$ cat src/rtl/core/ecs_pkg.sv
// ----------------------------------------------------------------------------
// ecs_pkg : shared types and constants for the edge coverage setup block
// Fixed result widths, sub-pixel constants and the side-band record that
// travels with each transaction through the divider pipeline.
// ----------------------------------------------------------------------------
package ecs_pkg;

   // result field widths
   localparam int POS_W = 18;
   localparam int INC_W = 23;
   localparam int BEG_W = 23;
   localparam int END_W = 24;

   // sub-pixel position: 1/64 pixel
   localparam int SUB_W   = 6;
   localparam int SUB_ONE = 64;

   // increment used when both samples are equal
   localparam int EQUAL_INC = 100;

   // scaling of the crossing-case products
   localparam int CROSS_SHIFT = 13;

   // per-transaction values carried alongside the division
   typedef struct packed {
      logic [POS_W-1:0]   pos;    // lower sample, truncated to result width
      logic [SUB_W-1:0]   lf;     // fraction of the lower sample
      logic [SUB_W-1:0]   hf;     // fraction of the upper sample
      logic [SUB_W-2:0]   dhalf;  // difference / 2, meaningful in one pixel only
      logic [2*SUB_W-1:0] hf2;    // hf squared
      logic               same;   // both samples inside one pixel
      logic               dzero;  // samples equal
   } side_type;

endpackage

$ cat src/rtl/core/ecs_div.sv
// ----------------------------------------------------------------------------
// ecs_div : pipelined restoring divider, (1 << NUM_SHIFT) / divisor
// STEP_BITS quotient bits are resolved in each register stage; a new
// transaction may enter every cycle. The side-band record travels along.
// ----------------------------------------------------------------------------
module ecs_div #(
   parameter int DIV_W     = 18,
   parameter int NUM_SHIFT = 22,
   parameter int STEP_BITS = 4
) (
   input  logic              clock,
   input  logic              reset,
   input  logic              in_valid,
   input  logic [DIV_W-1:0]  in_divisor,
   input  ecs_pkg::side_type in_side,
   output logic              out_valid,
   output logic [NUM_SHIFT:0] out_quotient,
   output ecs_pkg::side_type out_side
);
   import ecs_pkg::*;

   // enough stages to cover NUM_SHIFT+1 quotient bits
   localparam int NUM_STAGES = (NUM_SHIFT + STEP_BITS) / STEP_BITS;
   localparam int QUO_W      = NUM_STAGES * STEP_BITS;

   logic             valid_ff [NUM_STAGES];
   logic [DIV_W-1:0] rem_ff   [NUM_STAGES];
   logic [QUO_W-1:0] quo_ff   [NUM_STAGES];
   logic [DIV_W-1:0] div_ff   [NUM_STAGES];
   side_type         side_ff  [NUM_STAGES];

   for (genvar s = 0; s < NUM_STAGES; s++) begin : g_stage
      logic             valid_src;
      logic [DIV_W-1:0] rem_src;
      logic [QUO_W-1:0] quo_src;
      logic [DIV_W-1:0] div_src;
      side_type         side_src;
      logic [DIV_W-1:0] rem_in;
      logic [QUO_W-1:0] quo_in;

      // stage input: ports for the first stage, previous stage otherwise
      if (s == 0) begin : g_head
         assign valid_src = in_valid;
         assign rem_src   = '0;
         assign quo_src   = '0;
         assign div_src   = in_divisor;
         assign side_src  = in_side;
      end else begin : g_body
         assign valid_src = valid_ff[s-1];
         assign rem_src   = rem_ff[s-1];
         assign quo_src   = quo_ff[s-1];
         assign div_src   = div_ff[s-1];
         assign side_src  = side_ff[s-1];
      end

      // STEP_BITS shift-compare-subtract steps
      always_comb begin
         logic [DIV_W:0] trial;
         logic           num_bit;
         rem_in  = rem_src;
         quo_in  = quo_src;
         trial   = '0;
         num_bit = 1'b0;
         for (int j = 0; j < STEP_BITS; j++) begin
            num_bit = ((QUO_W - 1 - (s * STEP_BITS + j)) == NUM_SHIFT);
            trial   = {rem_in, num_bit};
            if (trial >= {1'b0, div_src}) begin
               rem_in = DIV_W'(trial - {1'b0, div_src});
               quo_in = {quo_in[QUO_W-2:0], 1'b1};
            end else begin
               rem_in = trial[DIV_W-1:0];
               quo_in = {quo_in[QUO_W-2:0], 1'b0};
            end
         end
      end

      always_ff @(posedge clock) begin
         if (reset) begin
            valid_ff[s] <= 1'b0;
         end else begin
            valid_ff[s] <= valid_src;
         end
      end

      always_ff @(posedge clock) begin
         rem_ff[s]  <= rem_in;
         quo_ff[s]  <= quo_in;
         div_ff[s]  <= div_src;
         side_ff[s] <= side_src;
      end
   end

   assign out_valid    = valid_ff[NUM_STAGES-1];
   assign out_quotient = quo_ff[NUM_STAGES-1][NUM_SHIFT:0];
   assign out_side     = side_ff[NUM_STAGES-1];

endmodule

$ cat src/rtl/core/edge_coverage_setup_top.sv
// ----------------------------------------------------------------------------
// edge_coverage_setup_top : coverage setup for one pair of edge samples
// Sorts the two samples, divides for the per-pixel increment and forms the
// begin and end coverage adders in unsigned Q7.16 (signed Q8.16 for the end).
// ----------------------------------------------------------------------------
// Usage:
//   Input: drive req_edge_a / req_edge_b with start high; the transaction is
//   taken at a rising edge where start is high and busy is low. busy is high
//   only while reset is held, so one pair can be taken every cycle.
//   Output: each result is on the rsp_ ports for exactly one cycle, marked
//   by rsp_valid. Results leave in the order their pairs arrived.
//   A transaction passes one sorting stage, then the pipelined divider,
//   which resolves four quotient bits per stage, then the product stages
//   and the output stage.
//   Throughput: one transaction per cycle, sustained.
//   Reset clears every valid bit in the pipeline; transactions in flight are
//   dropped and no result appears in the cycle after reset.
//   The receiver cannot hold results off, so the pipeline never stalls.
// ----------------------------------------------------------------------------
module edge_coverage_setup_top #(
   parameter int COORD_BITS = 18,
   parameter int FRAC_BITS  = 16
) (
   input  logic                                clock,
   input  logic                                reset,
   input  logic                                start,
   output logic                                busy,
   input  logic [COORD_BITS-1:0]               req_edge_a,
   input  logic [COORD_BITS-1:0]               req_edge_b,
   output logic                                rsp_valid,
   output logic [ecs_pkg::POS_W-1:0]           rsp_start_pos,
   output logic [ecs_pkg::INC_W-1:0]           rsp_increment,
   output logic [ecs_pkg::BEG_W-1:0]           rsp_begin_adder,
   output logic signed [ecs_pkg::END_W-1:0]    rsp_end_adder
);
   import ecs_pkg::*;

   // derived widths
   localparam int NUM_SHIFT = FRAC_BITS + SUB_W;          // dividend 64 << F
   localparam int IW        = FRAC_BITS + 7;              // holds 100 << F
   localparam int W_W       = IW + SUB_W + 1 - FRAC_BITS; // (inc * h) >> F
   localparam int HW_W      = SUB_W + 1 + W_W;            // h * w
   localparam int FIRST_W   = HW_W + FRAC_BITS - CROSS_SHIFT;
   localparam int SP_W      = FRAC_BITS + 1;              // same-pixel first term
   localparam int BSUM_W    = ((IW > FIRST_W) ? IW : FIRST_W) + 1;
   localparam int SAT_W     = (BSUM_W > INC_W + 1) ? BSUM_W : INC_W + 1;
   localparam int END_SW    = (IW + 1 > END_W + 1) ? IW + 1 : END_W + 1;

   // saturation limits and the equal-sample increment
   localparam logic [SAT_W-1:0] INC_MAX = SAT_W'((longint'(1) << INC_W) - 1);
   localparam logic [SAT_W-1:0] BEG_MAX = SAT_W'((longint'(1) << BEG_W) - 1);
   localparam logic signed [END_SW-1:0] END_HI =
      END_SW'((longint'(1) << (END_W - 1)) - 1);
   localparam logic signed [END_SW-1:0] END_LO =
      END_SW'(-(longint'(1) << (END_W - 1)));
   localparam logic [IW-1:0] EQUAL_Q = IW'(longint'(EQUAL_INC) << FRAC_BITS);

   // ------------------------------------------------------------------------
   // sort stage
   // ------------------------------------------------------------------------
   logic                  accept;
   logic [COORD_BITS-1:0] lo;
   logic [COORD_BITS-1:0] hi;
   logic [COORD_BITS-1:0] diff;
   side_type              pre_side_in;

   logic                  pre_valid_ff;
   logic [COORD_BITS-1:0] pre_d_ff;
   side_type              pre_side_ff;

   assign busy   = reset;
   assign accept = start && !busy;

   always_comb begin
      if (req_edge_a < req_edge_b) begin
         lo = req_edge_a;
         hi = req_edge_b;
      end else begin
         lo = req_edge_b;
         hi = req_edge_a;
      end
      diff              = hi - lo;
      pre_side_in.pos   = POS_W'(lo);
      pre_side_in.lf    = lo[SUB_W-1:0];
      pre_side_in.hf    = hi[SUB_W-1:0];
      pre_side_in.dhalf = diff[SUB_W-1:1];
      pre_side_in.hf2   = {{SUB_W{1'b0}}, hi[SUB_W-1:0]} *
                          {{SUB_W{1'b0}}, hi[SUB_W-1:0]};
      pre_side_in.same  = (hi[COORD_BITS-1:SUB_W] == lo[COORD_BITS-1:SUB_W]);
      pre_side_in.dzero = (req_edge_a == req_edge_b);
   end

   always_ff @(posedge clock) begin
      if (reset) begin
         pre_valid_ff <= 1'b0;
      end else begin
         pre_valid_ff <= accept;
      end
   end

   always_ff @(posedge clock) begin
      pre_d_ff    <= diff;
      pre_side_ff <= pre_side_in;
   end

   // ------------------------------------------------------------------------
   // increment division: (64 << F) / d
   // ------------------------------------------------------------------------
   logic             div_valid;
   logic [NUM_SHIFT:0] div_quo;
   side_type         div_side;

   ecs_div #(
      .DIV_W     (COORD_BITS),
      .NUM_SHIFT (NUM_SHIFT)
   ) u_div (
      .clock        (clock),
      .reset        (reset),
      .in_valid     (pre_valid_ff),
      .in_divisor   (pre_d_ff),
      .in_side      (pre_side_ff),
      .out_valid    (div_valid),
      .out_quotient (div_quo),
      .out_side     (div_side)
   );

   // ------------------------------------------------------------------------
   // product stage 1: increment times the fractions
   // ------------------------------------------------------------------------
   logic [IW-1:0]           inc_m1;
   logic [SUB_W:0]          h_m1;

   logic                    m1_valid_ff;
   logic [IW-1:0]           m1_inc_ff;
   logic [IW+SUB_W-1:0]     m1_plf_ff;
   logic [IW+SUB_W:0]       m1_ph_ff;
   logic [IW+SUB_W-1:0]     m1_phf_ff;
   logic [IW+2*SUB_W-1:0]   m1_phf2_ff;
   side_type                m1_side_ff;

   assign inc_m1 = div_side.dzero ? EQUAL_Q : IW'(div_quo);
   assign h_m1   = (SUB_W + 1)'(SUB_ONE) - {1'b0, div_side.lf};

   always_ff @(posedge clock) begin
      if (reset) begin
         m1_valid_ff <= 1'b0;
      end else begin
         m1_valid_ff <= div_valid;
      end
   end

   always_ff @(posedge clock) begin
      m1_inc_ff  <= inc_m1;
      m1_plf_ff  <= (IW + SUB_W)'(inc_m1) * (IW + SUB_W)'(div_side.lf);
      m1_ph_ff   <= (IW + SUB_W + 1)'(inc_m1) * (IW + SUB_W + 1)'(h_m1);
      m1_phf_ff  <= (IW + SUB_W)'(inc_m1) * (IW + SUB_W)'(div_side.hf);
      m1_phf2_ff <= (IW + 2 * SUB_W)'(inc_m1) * (IW + 2 * SUB_W)'(div_side.hf2);
      m1_side_ff <= div_side;
   end

   // ------------------------------------------------------------------------
   // product stage 2: crossing area product, end difference, first terms
   // ------------------------------------------------------------------------
   logic [SUB_W:0]       h_m2;
   logic [W_W-1:0]       w_m2;
   logic [IW-1:0]        pa_m2;
   logic [IW-2:0]        pb_m2;
   logic [SUB_W:0]       sp_sum_m2;

   logic                 m2_valid_ff;
   logic [IW-1:0]        m2_inc_ff;
   logic [IW-1:0]        m2_base_ff;
   logic [HW_W-1:0]      m2_hw_ff;
   logic signed [IW:0]   m2_endx_ff;
   logic [SP_W-1:0]      m2_spf_ff;
   side_type             m2_side_ff;

   assign h_m2      = (SUB_W + 1)'(SUB_ONE) - {1'b0, m1_side_ff.lf};
   assign w_m2      = m1_ph_ff[IW+SUB_W:FRAC_BITS];
   assign pa_m2     = m1_phf_ff[IW+SUB_W-1:SUB_W];
   assign pb_m2     = m1_phf2_ff[IW+2*SUB_W-1:CROSS_SHIFT];
   assign sp_sum_m2 = (SUB_W + 1)'(SUB_ONE) - {1'b0, m1_side_ff.hf} +
                      {2'b00, m1_side_ff.dhalf};

   always_ff @(posedge clock) begin
      if (reset) begin
         m2_valid_ff <= 1'b0;
      end else begin
         m2_valid_ff <= m1_valid_ff;
      end
   end

   always_ff @(posedge clock) begin
      m2_inc_ff  <= m1_inc_ff;
      m2_base_ff <= m1_plf_ff[IW+SUB_W-1:SUB_W];
      m2_hw_ff   <= HW_W'(h_m2) * HW_W'(w_m2);
      m2_endx_ff <= $signed({1'b0, pa_m2}) - $signed({2'b00, pb_m2});
      m2_spf_ff  <= SP_W'(sp_sum_m2) << (FRAC_BITS - SUB_W);
      m2_side_ff <= m1_side_ff;
   end

   // ------------------------------------------------------------------------
   // output stage: sum, select and saturate
   // ------------------------------------------------------------------------
   logic [HW_W+FRAC_BITS-1:0] hw_sh;
   logic [FIRST_W-1:0]        first_m3;
   logic [BSUM_W-1:0]         bsum_m3;
   logic [BEG_W-1:0]          beg_sat;
   logic [INC_W-1:0]          inc_sat;
   logic signed [END_SW-1:0]  endx_ext;
   logic signed [END_W-1:0]   end_sat;

   logic                      out_valid_ff;
   logic [POS_W-1:0]          out_pos_ff;
   logic [INC_W-1:0]          out_inc_ff;
   logic [BEG_W-1:0]          out_beg_ff;
   logic signed [END_W-1:0]   out_end_ff;

   always_comb begin
      hw_sh    = {m2_hw_ff, {FRAC_BITS{1'b0}}};
      first_m3 = m2_side_ff.same ? FIRST_W'(m2_spf_ff)
                                 : hw_sh[HW_W+FRAC_BITS-1:CROSS_SHIFT];
      bsum_m3  = BSUM_W'(m2_base_ff) + BSUM_W'(first_m3);

      // begin adder and increment saturate at the top of their range
      if (SAT_W'(bsum_m3) > BEG_MAX) begin
         beg_sat = BEG_MAX[BEG_W-1:0];
      end else begin
         beg_sat = BEG_W'(bsum_m3);
      end
      if (SAT_W'(m2_inc_ff) > INC_MAX) begin
         inc_sat = INC_MAX[INC_W-1:0];
      end else begin
         inc_sat = INC_W'(m2_inc_ff);
      end

      // end adder: copy of begin in one pixel, clamped difference otherwise
      endx_ext = END_SW'(m2_endx_ff);
      if (m2_side_ff.same) begin
         end_sat = $signed({1'b0, beg_sat});
      end else if (endx_ext > END_HI) begin
         end_sat = END_HI[END_W-1:0];
      end else if (endx_ext < END_LO) begin
         end_sat = END_LO[END_W-1:0];
      end else begin
         end_sat = endx_ext[END_W-1:0];
      end
   end

   always_ff @(posedge clock) begin
      if (reset) begin
         out_valid_ff <= 1'b0;
      end else begin
         out_valid_ff <= m2_valid_ff;
      end
   end

   always_ff @(posedge clock) begin
      out_pos_ff <= m2_side_ff.pos;
      out_inc_ff <= inc_sat;
      out_beg_ff <= beg_sat;
      out_end_ff <= end_sat;
   end

   assign rsp_valid       = out_valid_ff;
   assign rsp_start_pos   = out_pos_ff;
   assign rsp_increment   = out_inc_ff;
   assign rsp_begin_adder = out_beg_ff;
   assign rsp_end_adder   = out_end_ff;

   // ------------------------------------------------------------------------
   // assertions
   // ------------------------------------------------------------------------
`ifndef SYNTHESIS
   // an accepted transaction always enters the sort stage
   a_accept_enters: assert property (@(posedge clock)
      accept |=> pre_valid_ff)
      else $error("accepted transaction missing from sort stage");

   // a finished division is never dropped on its way to the products
   a_div_to_m1: assert property (@(posedge clock) disable iff (reset)
      div_valid |=> m1_valid_ff)
      else $error("divider result lost before product stage");

   // the upper coverage term never exceeds the lower, so end is not negative
   a_end_nonneg: assert property (@(posedge clock)
      rsp_valid |-> !rsp_end_adder[END_W-1])
      else $error("negative end adder");

   // no transaction survives reset
   a_reset_flush: assert property (@(posedge clock)
      reset |=> !rsp_valid)
      else $error("result strobe after reset");
`endif

endmodule

$ cat config.mk
export PLATFORM = sky130hd
export DESIGN_NAME = edge_coverage_setup_top
export DESIGN_NICKNAME = d
export VERILOG_FILES = /design/src/rtl/core/ecs_pkg.sv /design/src/rtl/core/ecs_div.sv /design/src/rtl/core/edge_coverage_setup_top.sv
export SDC_FILE = /design/constraint.sdc
export NUM_CORES = 2
export LEC_CHECK = 0
export ABC_AREA = 1
export BUFFER_PORTS_ARGS = -buffer_cell sky130_fd_sc_hd__buf_2
export CELL_PAD_IN_SITES_DETAIL_PLACEMENT = 0
export CELL_PAD_IN_SITES_GLOBAL_PLACEMENT = 2
export CORE_MARGIN = 5
export CORE_UTILIZATION = 42
export CTS_CLUSTER_DIAMETER = 200
export CTS_CLUSTER_SIZE = 12
export DETAILED_ROUTE_END_ITERATION = 12
export HOLD_SLACK_MARGIN = 0.02
export PLACE_DENSITY = 0.9
export SLEW_MARGIN = 15
export SYNTH_ARGS = -nofsm -noshare
export SYNTH_HDL_FRONTEND = slang
export SYNTH_HIERARCHICAL = 1
export SYNTH_SLANG_ARGS = --single-unit
export TNS_END_PERCENT = 1
$ cat constraint.sdc
create_clock -name clock -period 23.7 [get_ports clock]
set_clock_uncertainty 0.15 [all_clocks]
set_input_delay 2.37 -clock clock [delete_from_list [all_inputs] [get_ports clock]]
set_output_delay 2.37 -clock clock [all_outputs]
set_load 0.05 [all_outputs]
==> results_dict.tcl <==
set metrics [dict create \
    utilization_pct 45.1 \
    post-route-period-util_pct 44.3 \
    status "finished clean" \
    rows 154 \
    syn_area_per_cell_um2 7.71 \
    min_delay_path_depth 0 \
    cts.htree.levels 3 \
    place_congestion 0.928 \
    area_delta_synth_final_pct 7.13 \
    syn_area_um2 73900 \
    die_x_um 430 \
    grt_overflow 0 \
    hold_class "flip-flop to flip-flop" \
    path_class "flip-flop to flip-flop" \
    finalWirelength_mm 221 \
    cts_buffers 90 \
    crit_path_frequent_cell "nand2_1" \
    hold_viol_final 0 \
    rsz0062_at_grt "no" \
    vias_per_cell 5.12 \
    r2r_cells 46 \
    tns_ns 0 \
    drive_above_1_share_pct 5.70 \
    die_area_um2 185000 \
    initial_core_util_pct 42.1 \
    cts_max_path_buffers 3 \
    crit_path_max_fanout 20 \
    worstPathRequired_ns 24.16 \
    max_slew_margin_pct 19.9 \
    grtUsageTotal_pct 23.7 \
    period_minus_slack_ns 10.49 \
    slowest_delay_ns 0.74 \
    r2r-end "u_div/rem_ff[2][11]" \
    via_count 61477 \
    syn_inst 9592 \
    grt_pass1_wl_mm 350 \
    synth-edff-count 0 \
    cts_tree "built" \
    max_cap_viol_count 0 \
    crit_slowest_cell "a21oi_2" \
    endpoint_kind "flip-flop" \
    synth_top_area_share_pct 26.0 \
    ys.warnings.count 6 \
    core_um2 176000 \
    reg2reg_from "u_div/div_ff[1][15]" \
    die_y_um 430 \
    ys_seq_elements 962 \
    grt_max_degree 41 \
    post_cts_buffers 0 \
    reg2reg_slack_ns 13.21 \
    synthArstFlopShare_pct 0 \
    synth_ff_type "dfxtp_1" \
    synth_area_leaders "dfxtp_1 (26%), fa_1 (15%), nand2_1 (12%)" \
    numClockSinks 962 \
    dp.cells 11911 \
    ant_nets 0 \
    clkLatencyLatePin_ns 0.74 \
    grt_pass1_vias 61719 \
    synth.largest_area_cell "dfxtp_1" \
    whs_ns 0.141 \
    cts.reportedPaths.clkPinSlew_ns 0.06 \
    critPathLaunchType "flip-flop" \
    io_buffer_count 128 \
    cts_resized 0 \
    cts_root_buf "clkbuf_16" \
    final_cells 12011 \
    hold_start "m1_plf_ff[18]" \
    drt_iter0_drc 4301 \
    crit_arrival_ns 10.96 \
    timing.fmax_mhz 95.3 \
    io_pins 129 \
    cts_hold_buffers 0 \
    layout.nets 10960 \
    drc 0 \
    final_max_slew_viol_count 0 \
    dp_hpwl_mm 179 \
    min_to "m2_base_ff[12]" \
    setup_violations 0 \
    synth.distinct_cells 75 \
    worst_pin_slew_ns 1.20 \
    ys_seq_area_share_pct 26.0 \
    antenna_found_initial 6 \
    wire_per_inst_um 18.4 \
    first_pass_iters 6 \
]
state kept, by name, indices dropped and copies added (netlist names), 24 cells and up:
signal         count
m2_endx_ff        24
u_div/rem_ff      90
m1_side_ff        36
rsp_end_adder     24
u_div/quo_ff      78
u_div/side_ff    294
pre_side_ff       40
u_div/div_ff      90
Yosys cell counts (115+ instances only):
master and n:
o21ai_0 294, nor2_1 760, ha_1 702, clkbuf_1 115
xnor2_1 204, a21oi_1 556, inv_1 1433, dfxtp_1 962
nand3_1 403, nand2_1 2430, xor2_1 270, fa_1 556
cells in the final DEF (no fill, tap or decap), types with 19 or more instances in the layout:
master,instances
o211ai_1,19
dfxtp_1,961
o21ai_2,30
nand2_2,62
inv_1,1433
a31oi_1,67
nand3_1,403
buf_4,45
or2_2,39
nand4_1,90
buf_2,128
xor2_1,270
nor2_1,758
o21bai_1,38
nor2_2,19
a21oi_1,556
o21ai_0,294
fa_1,556
clkinv_1,19
nand3_2,29
o21a_1,34
nor3_1,63
xnor2_1,204
a21oi_2,19
ha_1,702
nand2_1,2430
o21ai_1,46
a21o_1,50
clkbuf_16,90
worst max path at each step:
stage                              startpoint                  end  slack (ns)  cells after the start
after floorplan           u_div/div_ff[1][15]   u_div/rem_ff[2][1]       16.28                     56
after global placement    u_div/div_ff[1][15]   u_div/rem_ff[2][7]       13.45                     46
after detailed placement  u_div/div_ff[1][15]  u_div/rem_ff[2][11]       13.34                     46
after CTS                 u_div/div_ff[1][15]  u_div/rem_ff[2][11]       13.30                     46
after global routing      u_div/div_ff[1][13]  u_div/rem_ff[2][14]       12.39                     48
final                     u_div/div_ff[1][15]  u_div/rem_ff[2][11]       13.21                     46
through the flow:
stage / setup slack, ns / cell area, um^2
floorplan: 16.28 / 74000
global placement: 13.45 / 76700
detailed placement: 13.34 / 76700
CTS: 13.30 / 79200
global route: 12.39 / 79200
finish: 13.21 / 79200
kinds of logic after synthesis:
group | synth area share (%)
simple gates | 22.6
fa+ha+maj | 26.9
flops | 26.0
compound gates | 9.66
xor+xnor | 5.61
buf+inv | 9.09
other cells | 0.0102
metal layers:
layer,vias to the layer above,wire length (um),track usage (%)
met4,0,6440,6.51
met1,29136,102000,33.0
met3,300,12300,3.09
met5,-,0,0
met2,1663,101000,38.9
li1,30378,-,-
worst max-delay path, delay by kind of cell, from the launching register on:
kind / cells / cell delay [ns]
AND/OR/NAND/NOR: 27 / 3.92
AO/OA/AOI/OAI: 10 / 3.30
adder cells (fa/ha/maj): 4 / 1.44
buffers and inverters: 5 / 1.03
flip-flops: 1 / 0.54
layout make-up:
cell class              count  area, um^2
diodes                      2        5.00
clock buffers              90        2250
clock inverters             8         211
fillers                 17966       96300
inverters                1479        5580
multi-input cells        6957       48000
flip-flops and latches    962       19300
well taps                2340        2930
repair buffers            173         978
Power is not shown: default switching activity piles up to over one toggle a cycle in this logic, so the estimate is an artifact.
